--- config.mk ---
export PLATFORM = sky130hd
export DESIGN_NAME = single_wire_humidity_sensor_decoder_unit
export DESIGN_NICKNAME = d
export VERILOG_FILES = /design/src/hw/rtl/swhs_pkg.sv /design/src/hw/rtl/single_wire_humidity_sensor_decoder_unit.sv /design/src/hw/rtl/swhs_frame.sv /design/src/hw/rtl/swhs_result.sv
export SDC_FILE = /design/constraint.sdc
export NUM_CORES = 1
export LEC_CHECK = 0
export ABC_AREA = 1
export BUFFER_PORTS_ARGS = -buffer_cell sky130_fd_sc_hd__buf_2
export CAP_MARGIN = 20
export CORE_MARGIN = 2
export CORE_UTILIZATION = 57
export CTS_BUF_LIST = sky130_fd_sc_hd__clkbuf_8
export DETAILED_ROUTE_END_ITERATION = 8
export PLACE_DENSITY = 0.82
export RECOVER_POWER = 100
export SLEW_MARGIN = 0
export SYNTH_ARGS = -nofsm -noshare
export SYNTH_HDL_FRONTEND = slang
export SYNTH_HIERARCHICAL = 1
export SYNTH_SLANG_ARGS = --single-unit
export TNS_END_PERCENT = 50
--- constraint.sdc ---
create_clock -name clk -period 4.4 [get_ports clk]
set_clock_uncertainty 0.05 [all_clocks]
set_input_delay 0.44 -clock clk [delete_from_list [all_inputs] [get_ports clk]]
set_output_delay 0.44 -clock clk [all_outputs]
set_load 0.02 [all_outputs]
--- src/hw/rtl/swhs_pkg.sv ---
// shared types and constants for the single-wire humidity sensor decoder
// no dependencies
package swhs_pkg;

  // free-running capture timer width; widths wrap at this many bits
  localparam int TIMER_WIDTH = 16;
  localparam int CAPTURE_W   = 16;
  // effective measured width: timer bits that survive the capture field
  localparam int TW          = (TIMER_WIDTH < CAPTURE_W) ? TIMER_WIDTH : CAPTURE_W;

  localparam int CFG_W      = 16;
  localparam int CFG_IDX_W  = 1;
  localparam int FRAME_W    = 40;
  localparam int PCOUNT_W   = 6;

  localparam logic [PCOUNT_W-1:0] DATA_BITS = 6'd40;
  localparam logic [CFG_W-1:0] THRESH_RESET = 16'd83;
  localparam logic [CFG_W-1:0] LEAD_RESET   = 16'd5000;
  localparam logic [6:0] MAG_MASK = 7'h7f;

  typedef enum logic [CFG_IDX_W-1:0] {
    CFG_BIT_THRESHOLD = 1'b0,
    CFG_LEAD_IN_LIMIT = 1'b1
  } cfg_idx_t;

  typedef struct packed {
    logic                 start_read;
    logic                 pin_level;
    logic [CAPTURE_W-1:0] capture_time;
  } in_item_t;

  typedef struct packed {
    logic               valid;
    logic [FRAME_W-1:0] frame;
  } frame_evt_t;

endpackage

--- src/hw/rtl/single_wire_humidity_sensor_decoder_unit.sv ---
// Single-wire humidity sensor pulse-width decoder. Each input transaction is one
// capture event (start flag, line level, timer value); the block takes one per
// clock; the transaction that completes the fortieth data bit passes the input
// register and then the result register. The rate is set by the update of the
// read state (rise time, pulse counter, 40-bit shift register) between the input
// register and the result register; while a result waits under stall the input
// side stalls too. Configuration writes take effect on the next accepted edge.
// depends on swhs_pkg, swhs_frame, swhs_result
module single_wire_humidity_sensor_decoder_unit (
  input  logic                           clk,
  input  logic                           rst_n,
  input  logic                           in_valid,
  output logic                           in_stall,
  input  logic                           in_start_read,
  input  logic                           in_pin_level,
  input  logic [15:0]                    in_capture_time,
  output logic                           out_valid,
  input  logic                           out_stall,
  output logic                           out_checksum_ok,
  output logic [15:0]                    out_humidity_raw,
  output logic signed [15:0]             out_temperature,
  input  logic                           cfg_wr_en,
  input  logic [swhs_pkg::CFG_IDX_W-1:0] cfg_index,
  input  logic [swhs_pkg::CFG_W-1:0]     cfg_wdata
);

  logic [swhs_pkg::CFG_W-1:0] bit_threshold_r;
  logic [swhs_pkg::CFG_W-1:0] lead_in_limit_r;

  logic                 in_valid_r;
  swhs_pkg::in_item_t   in_item_r;
  logic                 fire;
  logic                 out_free;
  swhs_pkg::frame_evt_t evt;

  always_ff @(posedge clk) begin
    if (!rst_n) begin
      bit_threshold_r <= swhs_pkg::THRESH_RESET;
      lead_in_limit_r <= swhs_pkg::LEAD_RESET;
    end else if (cfg_wr_en) begin
      unique case (swhs_pkg::cfg_idx_t'(cfg_index))
        swhs_pkg::CFG_BIT_THRESHOLD: bit_threshold_r <= cfg_wdata;
        swhs_pkg::CFG_LEAD_IN_LIMIT: lead_in_limit_r <= cfg_wdata;
        default: ;
      endcase
    end
  end

  assign fire     = in_valid_r && out_free;
  assign in_stall = in_valid_r && !fire;

  always_ff @(posedge clk) begin
    if (!rst_n) begin
      in_valid_r <= 1'b0;
    end else if (!in_stall) begin
      in_valid_r <= in_valid;
    end
  end

  always_ff @(posedge clk) begin
    if (in_valid && !in_stall) begin
      in_item_r.start_read   <= in_start_read;
      in_item_r.pin_level    <= in_pin_level;
      in_item_r.capture_time <= in_capture_time;
    end
  end

  swhs_frame u_frame (
    .clk           (clk),
    .rst_n         (rst_n),
    .fire          (fire),
    .item          (in_item_r),
    .bit_threshold (bit_threshold_r),
    .lead_in_limit (lead_in_limit_r),
    .evt           (evt)
  );

  swhs_result u_result (
    .clk              (clk),
    .rst_n            (rst_n),
    .evt              (evt),
    .out_stall        (out_stall),
    .out_free         (out_free),
    .out_valid        (out_valid),
    .out_checksum_ok  (out_checksum_ok),
    .out_humidity_raw (out_humidity_raw),
    .out_temperature  (out_temperature)
  );

endmodule

--- src/hw/rtl/swhs_frame.sv ---
// pulse measurement, lead-in skip and bit packing for one read
// depends on swhs_pkg
module swhs_frame (
  input  logic                      clk,
  input  logic                      rst_n,
  input  logic                      fire,
  input  swhs_pkg::in_item_t        item,
  input  logic [swhs_pkg::CFG_W-1:0] bit_threshold,
  input  logic [swhs_pkg::CFG_W-1:0] lead_in_limit,
  output swhs_pkg::frame_evt_t      evt
);

  logic [swhs_pkg::TW-1:0]       rise_time_r, rise_time_nxt;
  logic [swhs_pkg::PCOUNT_W-1:0] pulse_count_r, pulse_count_nxt;
  logic [1:0]                    skip_count_r, skip_count_nxt;
  logic [swhs_pkg::FRAME_W-1:0]  frame_bits_r, frame_bits_nxt;
  logic                          frame_done_r, frame_done_nxt;

  logic [swhs_pkg::TW-1:0]       t_m;
  logic [swhs_pkg::TW-1:0]       width;
  logic [swhs_pkg::CFG_W-1:0]    width_ext;
  logic [swhs_pkg::PCOUNT_W-1:0] pc_inc;
  logic                          emit;

  assign t_m       = item.capture_time[swhs_pkg::TW-1:0];
  assign width     = t_m - rise_time_r;
  assign width_ext = swhs_pkg::CFG_W'(width);

  always_comb begin
    rise_time_nxt   = rise_time_r;
    pulse_count_nxt = pulse_count_r;
    skip_count_nxt  = skip_count_r;
    frame_bits_nxt  = frame_bits_r;
    frame_done_nxt  = frame_done_r;
    emit            = 1'b0;
    pc_inc          = '0;
    // start clears the read but keeps the last rise
    if (item.start_read) begin
      pulse_count_nxt = '0;
      skip_count_nxt  = 2'd1;
      frame_bits_nxt  = '0;
      frame_done_nxt  = 1'b0;
    end
    if (item.pin_level) begin
      rise_time_nxt = t_m;
    end else if (!frame_done_nxt) begin
      if (pulse_count_nxt == '0) begin
        skip_count_nxt  = (width_ext > lead_in_limit) ? 2'd2 : 2'd1;
        pulse_count_nxt = swhs_pkg::PCOUNT_W'(1);
      end else if (pulse_count_nxt < swhs_pkg::PCOUNT_W'(skip_count_nxt)) begin
        pulse_count_nxt = pulse_count_nxt + 1'b1;
      end else begin
        frame_bits_nxt  = {frame_bits_nxt[swhs_pkg::FRAME_W-2:0],
                           (width_ext >= bit_threshold)};
        pc_inc          = pulse_count_nxt + 1'b1;
        pulse_count_nxt = pc_inc;
        if ((pc_inc - swhs_pkg::PCOUNT_W'(skip_count_nxt)) >= swhs_pkg::DATA_BITS) begin
          frame_done_nxt = 1'b1;
          emit           = 1'b1;
        end
      end
    end
  end

  assign evt.valid = fire && emit;
  assign evt.frame = frame_bits_nxt;

  always_ff @(posedge clk) begin
    if (!rst_n) begin
      rise_time_r   <= '0;
      pulse_count_r <= '0;
      skip_count_r  <= 2'd1;
      frame_bits_r  <= '0;
      frame_done_r  <= 1'b0;
    end else if (fire) begin
      rise_time_r   <= rise_time_nxt;
      pulse_count_r <= pulse_count_nxt;
      skip_count_r  <= skip_count_nxt;
      frame_bits_r  <= frame_bits_nxt;
      frame_done_r  <= frame_done_nxt;
    end
  end

endmodule

--- src/hw/rtl/swhs_result.sv ---
// unpacks a finished frame, checks the byte sum and holds the result register
// depends on swhs_pkg
module swhs_result (
  input  logic                 clk,
  input  logic                 rst_n,
  input  swhs_pkg::frame_evt_t evt,
  input  logic                 out_stall,
  output logic                 out_free,
  output logic                 out_valid,
  output logic                 out_checksum_ok,
  output logic [15:0]          out_humidity_raw,
  output logic signed [15:0]   out_temperature
);

  logic [7:0]  b0, b1, b2, b3, b4;
  logic [7:0]  sum;
  logic [14:0] mag;
  logic [15:0] temp;

  logic        out_valid_r, out_valid_nxt;
  logic        checksum_ok_r;
  logic [15:0] humidity_r;
  logic [15:0] temperature_r;

  assign b0  = evt.frame[39:32];
  assign b1  = evt.frame[31:24];
  assign b2  = evt.frame[23:16];
  assign b3  = evt.frame[15:8];
  assign b4  = evt.frame[7:0];
  assign sum = b0 + b1 + b2 + b3;
  assign mag = {b2[6:0] & swhs_pkg::MAG_MASK, b3};
  // sign-magnitude to two's complement, negative zero folds to zero
  assign temp = b2[7] ? (16'd0 - {1'b0, mag}) : {1'b0, mag};

  assign out_free      = !out_valid_r || !out_stall;
  assign out_valid_nxt = evt.valid ? 1'b1 : (out_valid_r && out_stall);

  always_ff @(posedge clk) begin
    if (!rst_n) begin
      out_valid_r <= 1'b0;
    end else begin
      out_valid_r <= out_valid_nxt;
    end
  end

  always_ff @(posedge clk) begin
    if (evt.valid) begin
      checksum_ok_r <= (b4 == sum);
      humidity_r    <= {b0, b1};
      temperature_r <= temp;
    end
  end

  assign out_valid        = out_valid_r;
  assign out_checksum_ok  = checksum_ok_r;
  assign out_humidity_raw = humidity_r;
  assign out_temperature  = $signed(temperature_r);

endmodule

**After elaboration in Yosys (flattened, before gate mapping)**

Cells that the tools add are included.

- Register bits: 150
- Bits of input ports: 40
- Output and inout bits: 35
- Word-level logic and storage cells: 67

- Add/subtract/negate cells: 7
- $lt $le $gt $ge: 4
- Eq/ne operators: 1
- Multiplexer cells: 24
- Bitwise gates (word level): 1
- Reductions and logical operators: 14

Operators with widths:

| cell | number |
|---|---|
| $mux W40 | 5 |
| $add A8 B8 Y8 | 3 |
| $mux W6 | 4 |
| $ge A16 B16 Y1 | 1 |
| $gt A16 B16 Y1 | 1 |
| $sub A1 B15 Y16 const A | 1 |
| $sub A16 B16 Y16 | 1 |
| $mux W15 | 1 |
| $mux W2 | 5 |
| $mux W1 | 9 |
| $eq A8 B8 Y1 | 1 |
| $add A6 B1 Y6 const B | 1 |
| $ge A6 B6 Y1 const B | 1 |
| $logic_not A6 Y1 | 1 |
| $lt A6 B2 Y1 | 1 |
| $reduce_and A2 Y1 | 3 |
| $sub A6 B2 Y6 | 1 |
| $logic_and A1 B1 Y1 | 5 |
| $logic_not A1 Y1 | 4 |
| $logic_or A1 B1 Y1 | 1 |
| $not A1 Y1 | 1 |

**Logic depth before layout (Yosys ltp)**

Gate-level depths: netlist of run 1.

- Depth after elaboration: 11
- Gate-level depth with buffers: 30
- Depth with buffers taken out: 27

**Hierarchy**

The synthesis of run 1 kept the hierarchy.

Modules (own cells, without submodules):

| module | instances | cells each | area an instance (um^2) | sequential area each (um^2) |
|---|---|---|---|---|
| swhs_frame | 1 | 835 | 5213.8 | 1301.2 |
| swhs_result | 1 | 214 | 2155.8 | 1011.0 |
| single_wire_humidity_sensor_decoder_unit | 1 | 194 | 1899.3 | 1201.2 |

**Worst setup path before layout of run 1**

Ideal clock, no wire load.

- Path type: register -> register
- Start: register in_item_r[17] (netlist bit)
- End: register u_result.checksum_ok_r, in the netlist u_result/out_checksum_ok, data pin
- Library setup time: 0.250 ns
- Arrival: 4.085 ns
- Required time: 4.100 ns
- Slack: 0.014 ns
- Stages on the path, launching flop included: 24
- Path buffers: 3
- Clock period less this slack: 4.386 ns
- Path through: edfxtp_1 buf_2 clkbuf_1 nor2_1 ha_1 a21oi_1 nand3_2 nand3_4 buf_2 o21ai_0 fa_1 inv_1 fa_1 inv_1 ha_1 fa_1 nand3_1 nand3_1 nand2_1 nand2_1 nand2_1 inv_1 nand3_1 nor2_1

RTL lines:

| element | line | RTL |
|---|---|---|
| start: declaration | single_wire_humidity_sensor_decoder_unit.sv:31 | `swhs_pkg::in_item_t in_item_r;` |
| end signal: assignment | swhs_result.sv:48 | `checksum_ok_r <= (b4 == sum);` |
| end: declaration | swhs_result.sv:21 | `logic checksum_ok_r;` |

==> results of run 1 <==
[through the flow]
step / power [mW] / hold slack, ps
2_1_floorplan: 2.23 / 379
3_3_place_gp: 2.40 / 393
3_5_place_dp: 2.43 / 400
4_1_cts: 3.42 / 72.7
5_1_grt: 3.69 / 76.3
6_report: 3.48 / 96.0
[cells in the final DEF, fill, tap and decap left out, types with 3 or more instances in the layout]
cell type,synthesis,final
a21oi_1,100,98
buf_2,7,38
buf_4,1,32
buf_6,9,3
clkbuf_1,22,37
clkbuf_8,1,18
clkinv_2,0,3
clkinv_4,0,3
dfxtp_1,99,99
edfxtp_1,51,51
fa_1,16,15
ha_1,61,56
ha_4,0,4
inv_1,249,245
inv_2,4,6
inv_4,0,3
inv_6,1,7
nand2_1,218,213
nand2_2,1,3
nand2_4,1,4
nand3_1,57,57
nand3_2,9,8
nand3_4,2,4
nand4_1,7,7
nor2_1,140,136
nor2_2,1,3
nor2_4,1,3
nor3_1,4,4
o21ai_0,82,79
o21ai_1,39,36
o21ai_2,10,11
o21ai_4,2,7
xnor2_1,14,13
xor2_1,14,14
[final cells by class]
type	count	share of cell area (%)
Timing Repair Buffer	112	5.99
Inverter	256	9.33
Tap cell	216	2.58
Clock inverter	14	1.06
Sequential cell	150	33.5
Multi-Input combinational cell	795	45.2
Clock buffer	18	2.36
[cell families (layout without fill, tap and decap cells)]
family / count (synthesis) / after routing / synth area share [%]
buffers and inverters: 299 / 400 / 13.3
DFF: 150 / 150 / 37.9
xor gates and xnor gates: 28 / 28 / 2.65
AOI/OAI and AO/OA: 244 / 244 / 14.2
adders and majority gates: 77 / 77 / 11.7
and+or+nand+nor: 445 / 446 / 20.3
[worst reg2reg max path: cells and delay by family, from the launching register on]
kind / cells / cell delay, ps
adder cells (fa/ha/maj): 4 / 1540
AND/OR/NAND/NOR: 8 / 820
AO/OA/AOI/OAI: 3 / 690
buffers and inverters: 5 / 570
flip-flops: 1 / 540
[per-layer routing]
| metal | vias to the layer above | part of all wire, % | track usage [%] |
|---|---|---|---|
| met1 | 3695 | 40 | 28.0 |
| li1 | 4120 | - | - |
| met2 | 326 | 50 | 41.0 |
| met5 | - | 0 | 0 |
| met4 | 0 | 3.1 | 8.03 |
| met3 | 62 | 6.6 | 3.94 |
[power by group]
part	total (mW)	internal (mW)	switching [mW]	leakage (nW)
clock network	0.996	0.419	0.577	0.191
registers	1.54	1.51	0.0352	1.29
logic	0.941	0.358	0.584	3.53
[flip-flops by register name, indices dropped and copies added, names as in the netlist, 2 cells and up]
register	count
bit_threshold_r	16
in_item_r	18
lead_in_limit_r	16
u_frame/frame_bits_r	40
u_frame/pulse_count_r	6
u_frame/rise_time_r	16
u_frame/skip_count_r	2
u_result/out_humidity_raw	16
u_result/out_temperature	16
[path summary, 6_finish.rpt]
kind | start | end | slack, ps | depth (start not counted)
worst max-delay path | in_item_r[17]$_DFFE_PP_ | u_result/out_checksum_ok$_DFFE_PP_ | -20 | 20
worst min-delay path | in_capture_time[14] | in_item_r[14]$_DFFE_PP_ | 100 | 1
worst max register to register | in_item_r[17]$_DFFE_PP_ | u_result/out_checksum_ok$_DFFE_PP_ | -20 | 20
worst min register to register | u_frame/rise_time_r[3]$_SDFFE_PN0P_ | u_frame/rise_time_r[3]$_SDFFE_PN0P_ | 410 | 2
[what timing repair did]
item / 4_1_cts / 5_1_grt
hold endpoints to repair: 0 / 0
gates resized for setup: 2 / 51
gates cloned: 0 / 1
setup buffers: 3 / 11
pin swaps: 0 / 17
setup endpoints to repair: 1 / 1
==> results.cfg, run 1 <==
[worst_setup_path]
crit_buf_inv = 5
max_stage_delay_ps = 540
worstSetupEndpointType = register
worstPathArrival_ps = 4610
critPathLaunchType = register
required_ps = 4580
crit_slowest_cell = edfxtp_1
critPathKind = register to register
cpLargestDelayFamily = adder cells
crit_path_max_fanout = 6
crit_path_cell_trace = nor2_2 > inv_1 > ha_4 > inv_4 > a21oi_4 > nand3_4 > nand3_4 > buf_4 > buf_4 > o21ai_0 > fa_1 > fa_1 > ha_1 > nand2_1 > o21ai_0 > nor2_1 > nand3_1 > nand2_1 > inv_1 > nor2_1

[pwr]
power-per-cell-area_mw_per_mm2 = 332
p_leak_nw = 5.01
ir_drop_v = 0.000189

[clock_tree]
cts_root_buf = clkbuf_8
clock_latency_ps = 460
cts_sinks = 150
postCtsHoldBufs = 0
cts_made_buffers = 17
clkTransAtPathRegs_ps = 90
h-tree-depth = 4
clk_path_buf_depth = 2
cts_tree = built

[timing]
fin_ws_ps = -23.2
finalSetupViolations = 1
max_freq_ghz = 0.226
rsz0062_at_grt = true
hold_viol = 0
tns_ps = -23.2
slew_violations = 58
worstMarginPinSlew_ps = 2310
relSlewSlack_pct = -54.1
fin_crit_sh_pct = 101
min_period_ps = 4420

[yosys]
ys_async_sr_fraction_pct = 0
ys_seq_area_share_pct = 37.9
synth_seq_cells = 150
synth_most_common_cell = inv_1
synth_cell_types = 43
synth_area_mm2 = 0.00927
synth.net_count = 1360
syn_area_per_cell_um2 = 7.46
netlist_instances = 1243
synth_top_area_cell = dfxtp_1
synthFlopType = dfxtp_1
yosysWarnings = 6
ys_top_cells_by_count = inv_1, nand2_1, nor2_1
synth_top_area_share_pct = 21.4
synth.top_cells.by_area = dfxtp_1, edfxtp_1, inv_1
synth_edf_count = 51

[placement]
dp_hpwl_um = 14300
dp_cells = 1514
dp_worst_setup_slack_ps = -98.8
numPortBuffers = 74
place.gp.congestion = 0.961
dpl-instance-area_mm2 = 0.00985

[global_routing]
track_usage_pct = 23.0
grt_max_degree = 68
antenna_found_initial = 0
grt_pass1_vias = 7415
grt-ovfl-total = 0
grt_pass1_wl_um = 32900

[floorplanning]
die_y_um = 132
initial_core_util_pct = 58.3
die-area_mm2 = 0.0173
io_pins = 75
num_rows = 46
core_mm2 = 0.0159
die_x_um = 132

[routing]
drc = 0
antenna_left = 0
num_vias = 8203
viasPerCell = 5.25
wl_per_cell_um = 13.6
drt_iter0_markers = 813
drt_pre_antenna_iters = 7
drt_wl_total_um = 21200

[cells_and_area]
multiInputGateArea_mm2 = 0.00474
ff_latch_area_mm2 = 0.00351
areaGrowthSynthToFinish_pct = 13.1
postLayoutCoreUtil_pct = 66.0
fillerInstances = 1328
layout.nets = 1449
design_area_mm2 = 0.0105
final_layout_size_suffix_gt1_share_pct = 12.7
antenna_cells = 0
final_cells = 1561

[run]
max_cap_violations = 1

[status]
violations = capacitance limit, slew limit, setup timing
status = finished with violations

[hold_path]
worstHoldPathType = input port to register
No activity file was read; power rests on OpenSTA's default activity.
==> run 2, diff against run 1 <==
- CELL_PAD_IN_SITES_DETAIL_PLACEMENT: unset -> 2
- CELL_PAD_IN_SITES_GLOBAL_PLACEMENT: unset -> 2
- CORE_UTILIZATION: 57 -> 33
==> results.cfg, run 2 (same netlist as run 1, synthesis figures left out) <==
[status]
status = finished with violations
violations = capacitance limit, slew limit, setup timing

[cells_and_area]
final_common_cell = inv_1
antenna_cells = 0
reg_top3 = u_frame/frame_bits_r (40), in_item_r (18)
multiInputGateArea_mm2 = 0.00470
final_layout_size_suffix_gt1_share_pct = 12.7
largest_register_ff_count = 40
design_area_mm2 = 0.0107
postLayoutCoreUtil_pct = 38.7
fillerInstances = 3241
ff_latch_area_mm2 = 0.00351
areaGrowthSynthToFinish_pct = 15.7
regMostFlops = u_frame/frame_bits_r
layout.nets = 1450
final_cell_mix = inv_1, nand2_1, nor2_1, dfxtp_1, a21oi_1

[pwr]
p_sw_mw = 1.38
clockPowerShare_pct = 30.4
p_int_mw = 2.35
sw_frac_of_total_pct = 37.0
fin_total_pwr_mw = 3.73
power-per-cell-area_mw_per_mm2 = 348
p_seq_share_pct = 41.4
p_leak_nw = 5.04
comb_power_share_pct = 28.2
ir_drop_v = 0.000168

[clock_tree]
cts_root_buf = clkbuf_8
clkTransAtPathRegs_ps = 100
clock_latency_ps = 470
cts_made_buffers = 17
cts_sinks = 150
clk_path_buf_depth = 2
cts_tree = built
h-tree-depth = 4

[worst_setup_path]
crit_buf_inv = 8
worstSetupEndpointType = register
required_ps = 4570
reg2reg_slack_ps = -150
max_stage_delay_ps = 530
timing.rr.start = in_item_r[17]$_DFFE_PP_
critPathMostFrequentCell = inv_1
crit_path_cell_trace = nor2_2 > inv_2 > ha_1 > inv_1 > a21oi_2 > nand3_2 > nand3_4 > inv_8 > buf_12 > nand2_1 > o21ai_2 > inv_1 > fa_1 > fa_1 > inv_1 > ha_4 > a21oi_2 > o21ai_0 > nor2_1 > inv_1 > nand2_1 > nand2_1 > inv_1 > nor2_1
r2r_cells = 24
critPathLaunchType = register
cpLargestDelayFamily = adder cells
r2r_end = u_result/out_checksum_ok$_DFFE_PP_
critPathKind = register to register
crit_path_max_fanout = 12
crit_path_start = in_item_r[17]$_DFFE_PP_
crit_slowest_cell = fa_1
worstPathArrival_ps = 4720

[routing]
wl_per_cell_um = 18.9
drt_wl_total_um = 32600
viasPerCell = 4.95
drc = 0
drt_pre_antenna_iters = 4
antenna_left = 0
num_vias = 8534
drt_iter0_markers = 476

[floorplanning]
core_mm2 = 0.0277
die_y_um = 172
die_x_um = 172
initial_core_util_pct = 33.5
io_pins = 75
num_rows = 61
die-area_mm2 = 0.0294

[global_routing]
grt_pass1_vias = 9326
grt_max_degree = 58
antenna_found_initial = 0
grt-ovfl-total = 0
track_usage_pct = 21.6
grt_pass1_wl_um = 49400

[timing]
finalSetupViolations = 1
fin_crit_sh_pct = 103
worstMarginPinSlew_ps = 1760
min_period_ps = 4550
relSlewSlack_pct = -17.7
hold_viol = 0
slew_violations = 98
tns_ps = -146
fin_ws_ps = -146
max_freq_ghz = 0.220
rsz0062_at_grt = true

[placement]
dp_hpwl_um = 21900
dpl-instance-area_mm2 = 0.0101
numPortBuffers = 74
dp_worst_setup_slack_ps = -201
place.gp.congestion = 0.845

[hold_path]
hp-start = in_capture_time[11]
worstHoldPathType = input port to register
hold_depth = 1
whs_endpoint = in_item_r[11]$_DFFE_PP_

[run]
max_cap_violations = 2
run 2: worst max-delay path by stage:
stage               slack (ps)                            endpoint  cells after the start
global placement           120  u_result/out_checksum_ok$_DFFE_PP_                     26
detailed placement        -200  u_result/out_checksum_ok$_DFFE_PP_                     23
floorplan                   10  u_result/out_checksum_ok$_DFFE_PP_                     23
finish                    -150  u_result/out_checksum_ok$_DFFE_PP_                     24
CTS                          6  u_result/out_checksum_ok$_DFFE_PP_                     19
global route              -290  u_result/out_checksum_ok$_DFFE_PP_                     24
run 2: repair_timing:
item / 4_1_cts / 5_1_grt
pin swaps: 5 / 14
hold buffers: 0 / 0
buffers inserted: 4 / 3
endpoints found under the setup margin: 1 / 1
gates resized for setup: 19 / 30
gates cloned: 1 / 0
run 2: area by class of cell:
| class | count | share of cell area [%] |
|---|---|---|
| clock inverters | 15 | 1.45 |
| repair buffers | 114 | 6.36 |
| inverters | 256 | 9.08 |
| flip-flops and latches | 150 | 32.8 |
| clock buffers | 17 | 2.18 |
| multi-input cells | 794 | 43.8 |
| well taps | 378 | 4.41 |
run 2: stage by stage:
stage               instances  hold WS, ps
finish                   1724         86.6
global route             1724         55.1
CTS                      1721         59.5
detailed placement       1684          411
global placement         1684          394
floorplan                1243          379
run 2: routing by layer:
metal	share of wire, %	global-route usage (%)	vias to the layer above
met3	2.5	2.99	50
met5	0	0	-
met2	50	38.2	126
met4	2.3	6.01	0
li1	-	-	4094
met1	45	27.3	4264
run 2: power by group through the flow:
stage	Clock (mW)	Sequential (mW)	Combinational, mW
floorplan	0	1.56	0.669
global placement	0	1.57	0.880
detailed placement	0	1.57	0.955
CTS	1.17	1.54	1.00
global route	1.23	1.55	1.19
finish	1.14	1.55	1.05
